$ cat src/sv/csv_field_splitter_unit_assert.svh
// Assertion macros for the CSV field splitter.
// Included by the top level; each macro checks on the rising edge of aclk, off during reset.
`ifndef CSV_FIELD_SPLITTER_UNIT_ASSERT_SVH
`define CSV_FIELD_SPLITTER_UNIT_ASSERT_SVH

`ifndef SYNTHESIS
// Property that must hold in the same cycle.
`define CSVFS_ASSERT(label, prop) \
    label: assert property (@(posedge aclk) disable iff (!aresetn) (prop)) \
        else $error("csv field splitter check failed");
// Antecedent in one cycle implies consequent in the next.
`define CSVFS_ASSERT_NEXT(label, ante, cons) \
    label: assert property (@(posedge aclk) disable iff (!aresetn) (ante) |=> (cons)) \
        else $error("csv field splitter check failed");
`else
`define CSVFS_ASSERT(label, prop)
`define CSVFS_ASSERT_NEXT(label, ante, cons)
`endif

`endif

$ cat src/sv/csvfs_pkg.sv
// Shared types and constants of the CSV field splitter.
// No dependencies; imported by every module of the block except the RAM.
package csvfs_pkg;

    localparam logic [7:0] CH_COMMA = 8'h2C;
    localparam logic [7:0] CH_TAB   = 8'h09;
    localparam logic [7:0] CH_QUOTE = 8'h22;
    localparam logic [7:0] CH_SPACE = 8'h20;
    localparam logic [7:0] CH_CR    = 8'h0D;

    localparam logic [1:0] MODE_TAB = 2'd2;

    // Width of the held-run length in a command; covers store depths up to 64.
    localparam int CNT_W = 6;

    // Bit positions inside the result tuser.
    localparam int TU_KIND = 0;
    localparam int TU_ENDL = 1;
    localparam int TU_OVF  = 2;
    localparam int TU_W    = 3;

    // One classified item, handed from the front end to the emitter.
    typedef struct packed {
        logic [CNT_W-1:0] flush_cnt;  // held whitespace bytes to replay first
        logic             ovf;        // replay and byte come from a store overflow
        logic             byte_vld;   // one content byte follows the replay
        logic [7:0]       data;
        logic             mark0;      // end of field, line continues
        logic             mark1;      // end of field and end of line
    } cmd_t;

    // Status from the emitter back to the front end.
    typedef struct packed {
        logic flush_done;             // last replayed store byte has left
    } back_sts_t;

    function automatic logic is_ws(input logic [7:0] b);
        return (b == CH_SPACE) || ((b >= CH_TAB) && (b <= CH_CR));
    endfunction

endpackage

$ cat src/sv/csvfs_ram.sv
// Generic single-write, single-read RAM with a registered, enabled read port.
// No dependencies.
module csvfs_ram #(
    parameter int WIDTH = 8,
    parameter int DEPTH = 32
) (
    input  logic                     aclk,
    input  logic                     we,
    input  logic [$clog2(DEPTH)-1:0] waddr,
    input  logic [WIDTH-1:0]         wdata,
    input  logic                     re,
    input  logic [$clog2(DEPTH)-1:0] raddr,
    output logic [WIDTH-1:0]         rdata
);

    logic [WIDTH-1:0] mem [DEPTH];

    always_ff @(posedge aclk) begin
        if (we) begin
            mem[waddr] <= wdata;
        end
        if (re) begin
            rdata <= mem[raddr];
        end
    end

endmodule

$ cat src/sv/csvfs_cmd_fifo.sv
// Two-entry command queue between the front end and the emitter.
// Depends on csvfs_pkg for the command type.
module csvfs_cmd_fifo (
    input  logic            aclk,
    input  logic            aresetn,
    input  logic            push,
    input  csvfs_pkg::cmd_t push_cmd,
    output logic            full,
    input  logic            pop,
    output csvfs_pkg::cmd_t pop_cmd,
    output logic            not_empty
);
    import csvfs_pkg::*;

    cmd_t       entry_reg [2];
    logic       wr_ptr_reg, wr_ptr_next;
    logic       rd_ptr_reg, rd_ptr_next;
    logic [1:0] count_reg, count_next;

    assign full      = (count_reg == 2'd2);
    assign not_empty = (count_reg != 2'd0);
    assign pop_cmd   = entry_reg[rd_ptr_reg];

    always_comb begin
        wr_ptr_next = push ? ~wr_ptr_reg : wr_ptr_reg;
        rd_ptr_next = pop ? ~rd_ptr_reg : rd_ptr_reg;
        count_next  = count_reg + {1'b0, push} - {1'b0, pop};
    end

    always_ff @(posedge aclk) begin
        if (!aresetn) begin
            wr_ptr_reg <= 1'b0;
            rd_ptr_reg <= 1'b0;
            count_reg  <= 2'd0;
        end else begin
            wr_ptr_reg <= wr_ptr_next;
            rd_ptr_reg <= rd_ptr_next;
            count_reg  <= count_next;
        end
    end

    always_ff @(posedge aclk) begin
        if (push) begin
            entry_reg[wr_ptr_reg] <= push_cmd;
        end
    end

endmodule

$ cat src/sv/csvfs_front.sv
// Front end: accepts input bytes, tracks quoting and field state, holds whitespace
// in the store RAM and issues a command for each item with results. Depends on csvfs_pkg.
module csvfs_front #(
    parameter int SPACE_DEPTH = 32
) (
    input  logic                           aclk,
    input  logic                           aresetn,
    input  logic                           s_tvalid,
    output logic                           s_tready,
    input  logic [7:0]                     s_tdata,
    input  logic                           s_tuser,
    input  logic                           s_tlast,
    input  logic                           cfg_valid,
    output logic                           cfg_ready,
    input  logic [1:0]                     cfg_data,
    input  csvfs_pkg::back_sts_t           back_sts,
    input  logic                           fifo_full,
    output logic                           cmd_push,
    output csvfs_pkg::cmd_t                cmd_out,
    output logic                           ram_we,
    output logic [$clog2(SPACE_DEPTH)-1:0] ram_waddr,
    output logic [7:0]                     ram_wdata
);
    import csvfs_pkg::*;

    localparam int CW = $clog2(SPACE_DEPTH);
    localparam logic [CW-1:0] COUNT_FULL = CW'(SPACE_DEPTH - 1);

    logic [1:0]    mode_reg;
    logic          in_quotes_reg, in_quotes_next;
    logic          quote_wait_reg, quote_wait_next;
    logic          field_start_reg, field_start_next;
    logic [CW-1:0] count_reg, count_next;
    logic          lock_reg, lock_next;

    logic   accept;
    logic   zero_byte;
    logic   store_ws;
    cmd_t   cmd;
    logic   has_results;

    assign cfg_ready = 1'b1;
    assign s_tready  = !fifo_full && !lock_reg;
    assign accept    = s_tvalid && s_tready;

    always_comb begin
        in_quotes_next   = in_quotes_reg;
        quote_wait_next  = quote_wait_reg;
        field_start_next = field_start_reg;
        count_next       = count_reg;
        store_ws         = 1'b0;
        cmd              = '0;
        zero_byte        = s_tuser && (s_tdata == 8'h00);

        if (s_tuser && !zero_byte) begin
            if (mode_reg == MODE_TAB) begin
                if (s_tdata == CH_TAB) begin
                    cmd.mark0       = 1'b1;
                    count_next      = '0;
                    quote_wait_next = 1'b0;
                    in_quotes_next  = 1'b0;
                end else begin
                    cmd.byte_vld = 1'b1;
                    cmd.data     = s_tdata;
                end
                field_start_next = (s_tdata == CH_TAB);
            end else if (s_tdata == CH_QUOTE) begin
                cmd.flush_cnt    = CNT_W'(count_reg);
                count_next       = '0;
                in_quotes_next   = !in_quotes_reg;
                field_start_next = 1'b0;
                if (quote_wait_reg) begin
                    cmd.byte_vld    = 1'b1;
                    cmd.data        = CH_QUOTE;
                    quote_wait_next = 1'b0;
                end else begin
                    quote_wait_next = 1'b1;
                end
            end else if ((s_tdata == CH_COMMA) && !in_quotes_reg) begin
                cmd.mark0        = 1'b1;
                count_next       = '0;
                quote_wait_next  = 1'b0;
                in_quotes_next   = 1'b0;
                field_start_next = 1'b1;
            end else if (is_ws(s_tdata)) begin
                if (!field_start_reg) begin
                    quote_wait_next = 1'b0;
                    if (count_reg == COUNT_FULL) begin
                        // Run too long to hold: replay it and this byte as content.
                        cmd.flush_cnt = CNT_W'(count_reg);
                        cmd.ovf       = 1'b1;
                        cmd.byte_vld  = 1'b1;
                        cmd.data      = s_tdata;
                        count_next    = '0;
                    end else begin
                        store_ws   = 1'b1;
                        count_next = count_reg + 1'b1;
                    end
                end
            end else begin
                cmd.flush_cnt    = CNT_W'(count_reg);
                count_next       = '0;
                quote_wait_next  = 1'b0;
                cmd.byte_vld     = 1'b1;
                cmd.data         = s_tdata;
                field_start_next = 1'b0;
            end
        end

        if (s_tlast || zero_byte) begin
            cmd.mark1        = 1'b1;
            count_next       = '0;
            quote_wait_next  = 1'b0;
            in_quotes_next   = 1'b0;
            field_start_next = 1'b1;
        end

        has_results = (cmd.flush_cnt != '0) || cmd.byte_vld || cmd.mark0 || cmd.mark1;

        // While replayed bytes are still being read out, the store must not change.
        lock_next = lock_reg;
        if (back_sts.flush_done) begin
            lock_next = 1'b0;
        end
        if (accept && (cmd.flush_cnt != '0)) begin
            lock_next = 1'b1;
        end
    end

    assign cmd_push  = accept && has_results;
    assign cmd_out   = cmd;
    assign ram_we    = accept && store_ws;
    assign ram_waddr = count_reg;
    assign ram_wdata = s_tdata;

    always_ff @(posedge aclk) begin
        if (!aresetn) begin
            mode_reg        <= '0;
            in_quotes_reg   <= 1'b0;
            quote_wait_reg  <= 1'b0;
            field_start_reg <= 1'b1;
            count_reg       <= '0;
            lock_reg        <= 1'b0;
        end else if (cfg_valid && cfg_ready) begin
            mode_reg        <= cfg_data;
            in_quotes_reg   <= 1'b0;
            quote_wait_reg  <= 1'b0;
            field_start_reg <= 1'b1;
            count_reg       <= '0;
            lock_reg        <= lock_next;
        end else begin
            lock_reg <= lock_next;
            if (accept) begin
                in_quotes_reg   <= in_quotes_next;
                quote_wait_reg  <= quote_wait_next;
                field_start_reg <= field_start_next;
                count_reg       <= count_next;
            end
        end
    end

endmodule

$ cat src/sv/csvfs_back.sv
// Emitter: takes commands from the queue and produces result transactions,
// replaying held whitespace from the store RAM. Depends on csvfs_pkg.
module csvfs_back #(
    parameter int SPACE_DEPTH = 32
) (
    input  logic                           aclk,
    input  logic                           aresetn,
    input  logic                           fifo_not_empty,
    input  csvfs_pkg::cmd_t                fifo_cmd,
    output logic                           fifo_pop,
    output logic                           ram_re,
    output logic [$clog2(SPACE_DEPTH)-1:0] ram_raddr,
    input  logic [7:0]                     ram_rdata,
    output csvfs_pkg::back_sts_t           back_sts,
    output logic                           m_tvalid,
    input  logic                           m_tready,
    output logic [7:0]                     m_tdata,
    output logic [csvfs_pkg::TU_W-1:0]     m_tuser,
    output logic                           m_tlast
);
    import csvfs_pkg::*;

    localparam int CW = $clog2(SPACE_DEPTH);

    typedef enum logic [1:0] {ST_IDLE, ST_FLUSH, ST_TAIL} state_t;

    state_t          state_reg, state_next;
    cmd_t            cmd_reg, cmd_next;
    logic [CW-1:0]   rd_idx_reg, rd_idx_next;
    logic [CW-1:0]   em_reg, em_next;
    logic            dv_reg, dv_next;
    logic            tvalid_reg, tvalid_next;
    logic [7:0]      tdata_reg, tdata_next;
    logic [TU_W-1:0] tuser_reg, tuser_next;
    logic            tlast_reg, tlast_next;

    logic          out_free;
    logic          emit;
    logic          consume;
    logic          issue;
    logic          tail_left;
    logic [CW-1:0] cnt;

    assign out_free  = !tvalid_reg || m_tready;
    assign cnt       = cmd_reg.flush_cnt[CW-1:0];
    assign tail_left = cmd_reg.byte_vld || cmd_reg.mark0 || cmd_reg.mark1;

    always_comb begin
        state_next         = state_reg;
        cmd_next           = cmd_reg;
        rd_idx_next        = rd_idx_reg;
        em_next            = em_reg;
        dv_next            = dv_reg;
        tdata_next         = tdata_reg;
        tuser_next         = tuser_reg;
        tlast_next         = tlast_reg;
        emit               = 1'b0;
        consume            = 1'b0;
        issue              = 1'b0;
        fifo_pop           = 1'b0;
        back_sts.flush_done = 1'b0;

        case (state_reg)
            ST_IDLE: begin
                if (fifo_not_empty) begin
                    fifo_pop    = 1'b1;
                    cmd_next    = fifo_cmd;
                    rd_idx_next = '0;
                    em_next     = '0;
                    dv_next     = 1'b0;
                    state_next  = (fifo_cmd.flush_cnt != '0) ? ST_FLUSH : ST_TAIL;
                end
            end
            ST_FLUSH: begin
                consume = dv_reg && out_free;
                issue   = (rd_idx_reg != cnt) && (!dv_reg || consume);
                if (issue) begin
                    rd_idx_next = rd_idx_reg + 1'b1;
                    dv_next     = 1'b1;
                end else if (consume) begin
                    dv_next = 1'b0;
                end
                if (consume) begin
                    emit                 = 1'b1;
                    tdata_next           = ram_rdata;
                    tuser_next           = '0;
                    tuser_next[TU_OVF]   = cmd_reg.ovf;
                    tlast_next           = (em_reg == cnt - 1'b1) && !tail_left;
                    em_next              = em_reg + 1'b1;
                    if (em_reg == cnt - 1'b1) begin
                        back_sts.flush_done = 1'b1;
                        state_next          = tail_left ? ST_TAIL : ST_IDLE;
                    end
                end
            end
            ST_TAIL: begin
                if (out_free) begin
                    emit       = 1'b1;
                    tuser_next = '0;
                    if (cmd_reg.byte_vld) begin
                        tdata_next         = cmd_reg.data;
                        tuser_next[TU_OVF] = cmd_reg.ovf;
                        tlast_next         = !cmd_reg.mark0 && !cmd_reg.mark1;
                        cmd_next.byte_vld  = 1'b0;
                    end else if (cmd_reg.mark0) begin
                        tdata_next          = 8'h00;
                        tuser_next[TU_KIND] = 1'b1;
                        tlast_next          = !cmd_reg.mark1;
                        cmd_next.mark0      = 1'b0;
                    end else begin
                        tdata_next          = 8'h00;
                        tuser_next[TU_KIND] = 1'b1;
                        tuser_next[TU_ENDL] = 1'b1;
                        tlast_next          = 1'b1;
                        cmd_next.mark1      = 1'b0;
                    end
                    if (tlast_next) begin
                        state_next = ST_IDLE;
                    end
                end
            end
            default: begin
                state_next = ST_IDLE;
            end
        endcase

        tvalid_next = emit ? 1'b1 : (m_tready ? 1'b0 : tvalid_reg);
    end

    assign ram_re    = issue;
    assign ram_raddr = rd_idx_reg;

    always_ff @(posedge aclk) begin
        if (!aresetn) begin
            state_reg  <= ST_IDLE;
            dv_reg     <= 1'b0;
            tvalid_reg <= 1'b0;
        end else begin
            state_reg  <= state_next;
            dv_reg     <= dv_next;
            tvalid_reg <= tvalid_next;
        end
        cmd_reg    <= cmd_next;
        rd_idx_reg <= rd_idx_next;
        em_reg     <= em_next;
        tdata_reg  <= tdata_next;
        tuser_reg  <= tuser_next;
        tlast_reg  <= tlast_next;
    end

    assign m_tvalid = tvalid_reg;
    assign m_tdata  = tdata_reg;
    assign m_tuser  = tuser_reg;
    assign m_tlast  = tlast_reg;

endmodule

$ cat src/sv/csv_field_splitter_unit.sv
// Top level of the CSV field splitter: front end, command queue, emitter, whitespace store.
// Depends on csvfs_pkg, csvfs_front, csvfs_cmd_fifo, csvfs_back, csvfs_ram and the assert header.
//
// This block splits a line of text, presented one byte per input transaction, into fields.
// In comma modes (delimiter_mode 0, 1 or 3) a comma outside double quotes ends a field,
// leading and trailing whitespace of a field is dropped, a doubled quote yields one quote
// and a lone quote is removed. In tab mode (delimiter_mode 2) a tab ends a field and all
// other bytes, quotes and whitespace included, are content. A line ends after an input
// transaction with s_tlast set or on a present zero byte; that closes the current field.
// Each input transaction yields zero or more result transactions: content bytes and
// end-of-field markers, the final one of each input flagged by m_tlast. Whitespace inside
// a field is held in a store of SPACE_DEPTH-1 bytes until a later content byte shows it is
// not trailing; a longer run is released as content with the overflow flag set. Timing:
// the front end takes one input transaction per cycle while the two-entry command queue
// has room and no replay holds the input off. The emitter loads a command in its idle
// state and then sends one result per cycle while the output is not stalled; it takes the
// next command only after the last result of the current one, and a replay of held
// whitespace starts with a registered store read. Items that only store whitespace cost
// the emitter nothing. When held whitespace is replayed, input is held off until the
// emitter has moved the last replayed byte into its output register. A replay carries at
// most SPACE_DEPTH-1 bytes.
// Writing delimiter_mode restarts the line state; write it only while the block is idle.
module csv_field_splitter_unit #(
    parameter int SPACE_DEPTH = 32
) (
    input  logic       aclk,
    input  logic       aresetn,
    // Input stream.
    input  logic       s_tvalid,
    output logic       s_tready,
    input  logic [7:0] s_tdata,   // [7:0] in_byte
    input  logic       s_tuser,   // [0] byte_present
    input  logic       s_tlast,   // line_end
    // Result stream.
    output logic       m_tvalid,
    input  logic       m_tready,
    output logic [7:0] m_tdata,   // [7:0] out_byte
    output logic [2:0] m_tuser,   // [0] kind, [1] ends_line, [2] space_overflow
    output logic       m_tlast,   // last_of_run
    // Configuration: delimiter_mode.
    input  logic       cfg_valid,
    output logic       cfg_ready,
    input  logic [1:0] cfg_data
);
    import csvfs_pkg::*;

    localparam int AW = $clog2(SPACE_DEPTH);

    back_sts_t back_sts;
    cmd_t      push_cmd;
    cmd_t      pop_cmd;
    logic      cmd_push;
    logic      cmd_pop;
    logic      fifo_full;
    logic      fifo_not_empty;

    logic          ram_we;
    logic [AW-1:0] ram_waddr;
    logic [7:0]    ram_wdata;
    logic          ram_re;
    logic [AW-1:0] ram_raddr;
    logic [7:0]    ram_rdata;

    // Classifies each input byte and keeps the quoting and field state.
    csvfs_front #(
        .SPACE_DEPTH(SPACE_DEPTH)
    ) u_front (
        .aclk      (aclk),
        .aresetn   (aresetn),
        .s_tvalid  (s_tvalid),
        .s_tready  (s_tready),
        .s_tdata   (s_tdata),
        .s_tuser   (s_tuser),
        .s_tlast   (s_tlast),
        .cfg_valid (cfg_valid),
        .cfg_ready (cfg_ready),
        .cfg_data  (cfg_data),
        .back_sts  (back_sts),
        .fifo_full (fifo_full),
        .cmd_push  (cmd_push),
        .cmd_out   (push_cmd),
        .ram_we    (ram_we),
        .ram_waddr (ram_waddr),
        .ram_wdata (ram_wdata)
    );

    // Decouples the front end from the emitter so each side can stall independently.
    csvfs_cmd_fifo u_fifo (
        .aclk      (aclk),
        .aresetn   (aresetn),
        .push      (cmd_push),
        .push_cmd  (push_cmd),
        .full      (fifo_full),
        .pop       (cmd_pop),
        .pop_cmd   (pop_cmd),
        .not_empty (fifo_not_empty)
    );

    // Holds the pending whitespace run of the current field.
    csvfs_ram #(
        .WIDTH(8),
        .DEPTH(SPACE_DEPTH)
    ) u_space_store (
        .aclk  (aclk),
        .we    (ram_we),
        .waddr (ram_waddr),
        .wdata (ram_wdata),
        .re    (ram_re),
        .raddr (ram_raddr),
        .rdata (ram_rdata)
    );

    // Turns each command into result transactions behind a registered output.
    csvfs_back #(
        .SPACE_DEPTH(SPACE_DEPTH)
    ) u_back (
        .aclk           (aclk),
        .aresetn        (aresetn),
        .fifo_not_empty (fifo_not_empty),
        .fifo_cmd       (pop_cmd),
        .fifo_pop       (cmd_pop),
        .ram_re         (ram_re),
        .ram_raddr      (ram_raddr),
        .ram_rdata      (ram_rdata),
        .back_sts       (back_sts),
        .m_tvalid       (m_tvalid),
        .m_tready       (m_tready),
        .m_tdata        (m_tdata),
        .m_tuser        (m_tuser),
        .m_tlast        (m_tlast)
    );

`include "csv_field_splitter_unit_assert.svh"

    // The front end never pushes a command into a full queue.
    `CSVFS_ASSERT(a_no_push_when_full, !(cmd_push && fifo_full))
    // The store is never written while the emitter is replaying it.
    `CSVFS_ASSERT(a_no_store_write_during_replay, !(ram_we && ram_re))
    // An end-of-field marker carries a zero data byte and no overflow flag.
    `CSVFS_ASSERT(a_marker_clean,
        !(m_tvalid && m_tuser[TU_KIND]) || ((m_tdata == 8'h00) && !m_tuser[TU_OVF]))
    // A finished replay releases the input side in the next cycle unless the queue is full.
    `CSVFS_ASSERT_NEXT(a_replay_release, back_sts.flush_done && !fifo_full && !cfg_valid,
        s_tready || fifo_full)

endmodule

$ cat config.mk
export PLATFORM = sky130hd
export DESIGN_NAME = csv_field_splitter_unit
export DESIGN_NICKNAME = d
export VERILOG_FILES = /design/src/sv/csvfs_pkg.sv /design/src/sv/csvfs_ram.sv /design/src/sv/csvfs_cmd_fifo.sv /design/src/sv/csvfs_front.sv /design/src/sv/csvfs_back.sv /design/src/sv/csv_field_splitter_unit.sv
export VERILOG_INCLUDE_DIRS = /design/src /design/src/sv
export SDC_FILE = /design/constraint.sdc
export NUM_CORES = 1
export LEC_CHECK = 0
export ABC_CLOCK_PERIOD_IN_PS = 4000
export BUFFER_PORTS_ARGS = -buffer_cell sky130_fd_sc_hd__clkbuf_2
export CAP_MARGIN = 30
export CORE_AREA = 5 5 229 231
export CTS_CLUSTER_DIAMETER = 80
export DETAILED_ROUTE_END_ITERATION = 10
export DIE_AREA = 0 0 234 236
export PLACE_DENSITY = 0.47
export SLEW_MARGIN = 30
export SYNTH_ARGS = -nofsm -noshare
export SYNTH_HDL_FRONTEND = slang
export SYNTH_HIERARCHICAL = 1
export SYNTH_SLANG_ARGS = --single-unit
$ cat constraint.sdc
create_clock -name aclk -period 4 [get_ports aclk]
set_input_delay 1.2 -clock aclk [delete_from_list [all_inputs] [get_ports aclk]]
set_output_delay 1.2 -clock aclk [all_outputs]
set_load 0.01 [all_outputs]
==> results of run 1 <==
cell type report:
type / instances / area, sq um / share of cell area, %
clock buffers: 49 / 1000 / 5.73
clock inverters: 20 / 159 / 0.909
inverters: 24 / 90.1 / 0.515
multi-input cells: 384 / 4010 / 22.9
flip-flops and latches: 359 / 10600 / 60.5
well taps: 672 / 841 / 4.81
repair buffers: 104 / 806 / 4.61
how the worst max path moves through the flow:
stage	start	end	slack, ns	cells after the start
global placement	s_tdata[6]	u_space_store/mem[8][6]	-0.1	9
CTS	s_tdata[6]	u_space_store/mem[12][2]	0.44	9
finish	s_tdata[6]	u_space_store/mem[12][2]	0.46	9
floorplan	s_tdata[2]	u_fifo/entry_reg[0][0]	0.07	8
detailed placement	s_tdata[6]	u_space_store/mem[12][2]	-0.11	9
global route	s_tdata[6]	u_space_store/mem[8][5]	0.36	9
power by group:
part	internal [mW]	total, mW	switching, mW
combinational	1.43	2.89	1.46
sequential	4.50	4.72	0.227
clock	1.90	3.29	1.39
synthesized netlist by cell type, types with 13 or more instances:
cell type and n:
mux4_2 80, nand3_1 13, nor2_1 56, and2_1 27, edfxtp_1 339, buf_4 18
inv_1 24, nand2_1 18, mux2_2 16, dfxtp_1 20, o21ai_0 18
cell families after synthesis:
logic type      Yosys count
other cells               2
mux                     108
fa+ha+maj                11
buf+inv                  64
xor+xnor                 21
simple gates            181
compound gates           61
flops                   359
cells in the final DEF, fill, tap and decap left out, drive strengths merged, types with 12 or more instances in the layout:
cell type	netlist	layout
mux2	26	26
edfxtp	339	339
nand3	13	13
xnor2	12	12
nor2	56	56
clkinv	0	16
o21ai	19	19
nor2b	12	12
and2	31	31
clkbuf	13	79
buf	27	74
dfxtp	20	20
mux4	80	80
nand2	18	18
inv	24	26
per-stage QoR:
stage | instance area [sq um] | total power [mW]
CTS | 17500 | 11.1
global route | 17500 | 11.5
finish | 17500 | 10.9
global placement | 16300 | 7.76
floorplan | 14900 | 6.78
detailed placement | 16300 | 7.77
critical path, stage by stage:
cell	delay, ns
clkbuf_2	0.09
or4_4	0.56
a2111oi_4	0.35
or2_2	0.17
nor4bb_2	0.28
buf_4	0.17
or3b_2	0.48
buf_12	0.18
nor2_4	0.26
per-layer routing:
metal	vias up	share of wire (%)	wire [um]
met2	120	47	15900
met4	0	1.9	632
met5	-	0	0
met1	3832	48	16100
met3	50	3.2	1070
li1	3398	-	-
==> results.md, run 1 <==
* Max clock buf depth at 3
* CP Max Fanout at 8
* CTS tree: done
* # H-tree levels at 2
* DIE HEIGHT at between 200 and 250 um
* Core box area at around 50000 sq um
* Fill cell count at around 4800
* First-pass DRT Iterations at 4
* Worst setup EP type: register
* Post-synth top flop: edfxtp_1
* Setup Crit Path Kind: in2reg
* DRC violations left at 0
* Avg Inst Size Synth at 18.4 sq um
* DIE AREA at around 55000 sq um
* Fraction of layout cells with a size suffix above 1 at between 30 and 40%
* Post-synthesis sequential area ratio at 71.1%
* RSZ-0062 raised after global routing: no
* Placed Instances at between 1500 and 2000
* Post-route insts no fill at 1612
* Synthesized Nets at roughly 830
* # rows at between 80 and 90
* Met3 usage at 1.90%
* Final WS setup at roughly 0.46 ns
* Vias in the first global route at just under 8000
* Post-Synth XOR/XNOR Area at 1.42%
* Main combinational cell family by area after synthesis: multiplexers
* Post-synth top area cell: edfxtp_1
* Min Tclk post-route at 3.54 ns
* Vias at 7400
* Hold Buf Count CTS at 0
* Final setup violation count at 0
* Total number of yosys warnings at 6
* CTS root buffer: clkbuf_16
* Vias/cell at around 4.6
* Total GRT Usage at ~12%
* RR Startpoint: u_front/ram_waddr[0]
* Crit path required time at approximately 4.2 ns
* Met2 GRT Util at roughly a fifth
* Top cells by area, synth: edfxtp_1, mux4_2, dfxtp_1
* Hold path endpoint: u_front/lock_reg
* Postcts setup bufs at 0
* Register bit total from synthesis at between 300 and 400
* PwrDens at approximately 620 nW/um^2
* Fmax at between 0.2 and 0.3 GHz
* Pins Over Slew Limit at 0
* Cells after Synth at around 800
* Min-delay src: u_front/lock_reg
* Slew at the pin closest to its max-slew limit at ~0.86 ns
* Starting Density at between 20% and 30%
* Number of synthesized flops with an enable pin at 339
* Final setup skew at about 0.021 ns
* Compound-Gate Fraction of Synth Area at ~3%
* Number of flip-flops in the largest register at 256
* # Max-Cap Violations at 0
* Worst Setup Start Kind: primary input
* DR iter-0 viols at 524
* Routed wire length at between 30000 and 40000 um
* Post-route ant nets at 0
* I/O pin total at 32
* FF-to-FF path depth at 11
* Area grow syn2layout at 17.6%
* Worst R2R Setup Slack at a little under 0.6 ns
* Total CTS buffers at 38
* Num Clock Sinks at 359
* Busiest grt layer: met2
* Setup tns final at 0 ns
* GRT Residual Overflow at 0
* Multiplexer area fraction after synthesis at between 10% and 20%
* M1 GR Usage at 17.7%
* Top cell type's share of synthesized area at ~68%
* Part of the cycle the worst path needs at 88.6%
* Post-DP HPWL at around 22000 um
* # port buffers at 30
* Synth cell types at between 70 and 80
* Clk slew on worst S/H paths at roughly 0.060 ns
* Initial antenna violation count at 0
* Worst Path Arrival at 3.74 ns
* RR Endpoint: u_fifo/entry_reg[0][9]
* Placement Setup Slack at -0.108 ns
* Synth Area in Adders at less than 1%
* CTS resizes at 0
* Synthesized area at 14900 sq um
* Hold Vio Cnt, Final at 0
* Final Wtd Congestion at 0.763
* Post-synth ARST share at 0%
* Fin Hold WS at 0.494 ns
* Final nets at ~940
* Status: complete, no violations
* Final core occ at 35.1%
* Hold path depth at 2
* Antenna Cells at 0
* Largest net degree at the start of global routing at 65
* Clk Latency, worst-skew pair at around 0.54 ns
* Pleak at 5.70 nW
* Die width at 234 um
* Worst Hold Class: reg2reg
* Max-slew headroom at between 40% and 50%
* Post-Synth Simple-Gate Area at between 6 and 7%
* Global-route wire length before repair at 50600 um
* Maximum VDD drop at around 0.35 mV
* Wire per inst at 20.9 um
Note: power is estimated with default switching activity, not from simulation.
==> run 2, diff against run 1 <==
--- a/config.mk
+++ b/config.mk
@@ -9,11 +9,11 @@
 export ABC_CLOCK_PERIOD_IN_PS = 4000
 export BUFFER_PORTS_ARGS = -buffer_cell sky130_fd_sc_hd__clkbuf_2
 export CAP_MARGIN = 30
-export CORE_AREA = 5 5 229 231
+export CORE_AREA = 5 5 188 190
 export CTS_CLUSTER_DIAMETER = 80
 export DETAILED_ROUTE_END_ITERATION = 10
-export DIE_AREA = 0 0 234 236
-export PLACE_DENSITY = 0.47
+export DIE_AREA = 0 0 193 195
+export PLACE_DENSITY = 0.64
 export SLEW_MARGIN = 30
 export SYNTH_ARGS = -nofsm -noshare
 export SYNTH_HDL_FRONTEND = slang
==> results.md, run 2 (synthesis results as in run 1) <==
* Pins Over Slew Limit at 0
* Slew at the pin closest to its max-slew limit at 0.842 ns
* Final setup violation count at 0
* Post-DP HPWL at a little under 20000 um
* Vias/cell at about 5.4
* Vias at 7467
* Antenna Cells at 0
* Largest net degree at the start of global routing at 69
* Final setup skew at ~0.022 ns
* Max-slew headroom at 43.9%
* GRT Residual Overflow at 0
* DRC violations left at 0
* RR Startpoint: u_front/ram_waddr[0]
* Die width at 193 um
* Setup Crit Path Kind: reg2reg
* Part of the cycle the worst path needs at 89.8%
* CP Max Fanout at 18
* Fill cell count at roughly 2700
* Status: complete, no violations
* Number of flip-flops in the largest register at 256
* CP endpoint: u_fifo/entry_reg[0][8]
* Total power at around 11 mW
* Final Wtd Congestion at roughly 0.79
* Worst Hold Class: reg2reg
* Global-route wire length before repair at ~46000 um
* Met2 GRT Util at between 20% and 30%
* RR Endpoint: u_fifo/entry_reg[0][8]
* CTS tree: done
* # port buffers at 30
* Setup tns final at 0 ns
* Min Tclk post-route at 3.59 ns
* RSZ-0062 raised after global routing: no
* Clk Latency, worst-skew pair at 0.52 ns
* Pleak at 5.66 nW
* Post-route ant nets at 0
* Fmax at 0.278 GHz
* Fraction of layout cells with a size suffix above 1 at between 30% and 40%
* Worst Path Arrival at 3.81 ns
* Met3 usage at under 10%
* Final instance area at between 15000 and 20000 sq um
* Crit path required time at 4.22 ns
* Wire per inst at about 22 um
* # H-tree levels at 2
* Final nets at just over 900
* Hold Vio Cnt, Final at 0
* Commonest non-fill, non-tap cell in the layout: edfxtp_1
* DIE HEIGHT at just under 200 um
* CTS root buffer: clkbuf_16
* Worst setup EP type: register
* DIE AREA at roughly 38000 sq um
* Core box area at 33300 sq um
* Area grow syn2layout at 15.3%
* Hold Buf Count CTS at 0
* Maximum VDD drop at between 0.4 and 0.5 mV
* M1 GR Usage at between 20% and 30%
* FF-to-FF path depth at 11
* Setup crit start: u_front/ram_waddr[0]
* Total GRT Usage at 16.3%
* Clk slew on worst S/H paths at approximately 0.060 ns
* Worst R2R Setup Slack at about 0.41 ns
* First-pass DRT Iterations at 4
* PwrDens at 637 nW/um^2
* # Max-Cap Violations at 0
* Vias in the first global route at between 7000 and 8000
* Postcts setup bufs at 0
* DR iter-0 viols at 601
* Initial antenna violation count at 1
* Max clock buf depth at 3
* Busiest grt layer: met2
* Post-placement cell area at 15900 sq um
* Routed wire length at 30400 um
* Worst Setup Start Kind: register
* Starting Density at 44.7%
* # rows at 67
* I/O pin total at 32
* Hold path depth at 2
* CTS resizes at 0
* Total CTS buffers at 37
* Commonest non-fill, non-tap cells in the layout: edfxtp_1, mux4_2, buf_4, nor2_1, clkbuf_16
* Num Clock Sinks at ~360
## run 2: changes by cell type in the layout (fill, tap and decap cells not counted), sizes merged
cell	previous run	this run
bufinv	2	5
clkinv	16	14
inv	26	25
clkbuf	79	75
buf	74	61
clkinvlp	0	2
## run 2: worst min path at each step
stage | from | to | slack (ns)
floorplan | u_front/quote_wait_reg | u_front/quote_wait_reg | 0.45
global placement | u_front/quote_wait_reg | u_front/quote_wait_reg | 0.47
detailed placement | u_front/lock_reg | u_front/lock_reg | 0.47
CTS | u_front/lock_reg | u_front/lock_reg | 0.48
global route | u_front/lock_reg | u_front/lock_reg | 0.52
finish | u_front/lock_reg | u_front/lock_reg | 0.49
## run 2: layer usage
metal / vias up / wire length, um
met2: 211 / 14700
met4: 0 / 592
met1: 3838 / 13300
met3: 43 / 1690
met5: - / 0
li1: 3375 / -
## run 2: metrics by stage
stage                     hold WS (ns)  util [%]  setup slack (ns)  std cells
after global placement           0.469      47.8           -0.0145       1306
after CTS                        0.484      51.5             0.430       1373
after floorplan                  0.445         -            0.0734        807
final                            0.485      51.5             0.409       1373
after global routing             0.516      51.5             0.111       1373
after detailed placement         0.474      47.8           -0.0480       1306
## run 2: power by group
part	switching, mW	total, mW	internal (mW)
clock	1.39	3.50	2.11
combinational	1.41	2.76	1.35
sequential	0.176	4.67	4.49
total	2.97	10.9	7.95
## run 2: layout make-up
type	instances	area (sq um)	share of cell area, %
inverter	24	90.1	0.525
multi-input combinational	384	4010	23.4
clock inverter	22	246	1.44
timing repair buffer	91	671	3.91
sequential	359	10600	61.7
tap	448	561	3.27
clock buffer	45	998	5.82
## run 2: critical path, cell delays in order (launching register included)
cell	delay (ns)
dfxtp_1	0.49
ha_1	0.26
and3_1	0.17
ha_1	0.23
or2b_1	0.30
a2bb2oi_1	0.25
o2bb2ai_2	0.12
nor3_1	0.52
o31a_1	0.24
o41a_1	0.20
nor2b_1	0.29
buf_12	0.20
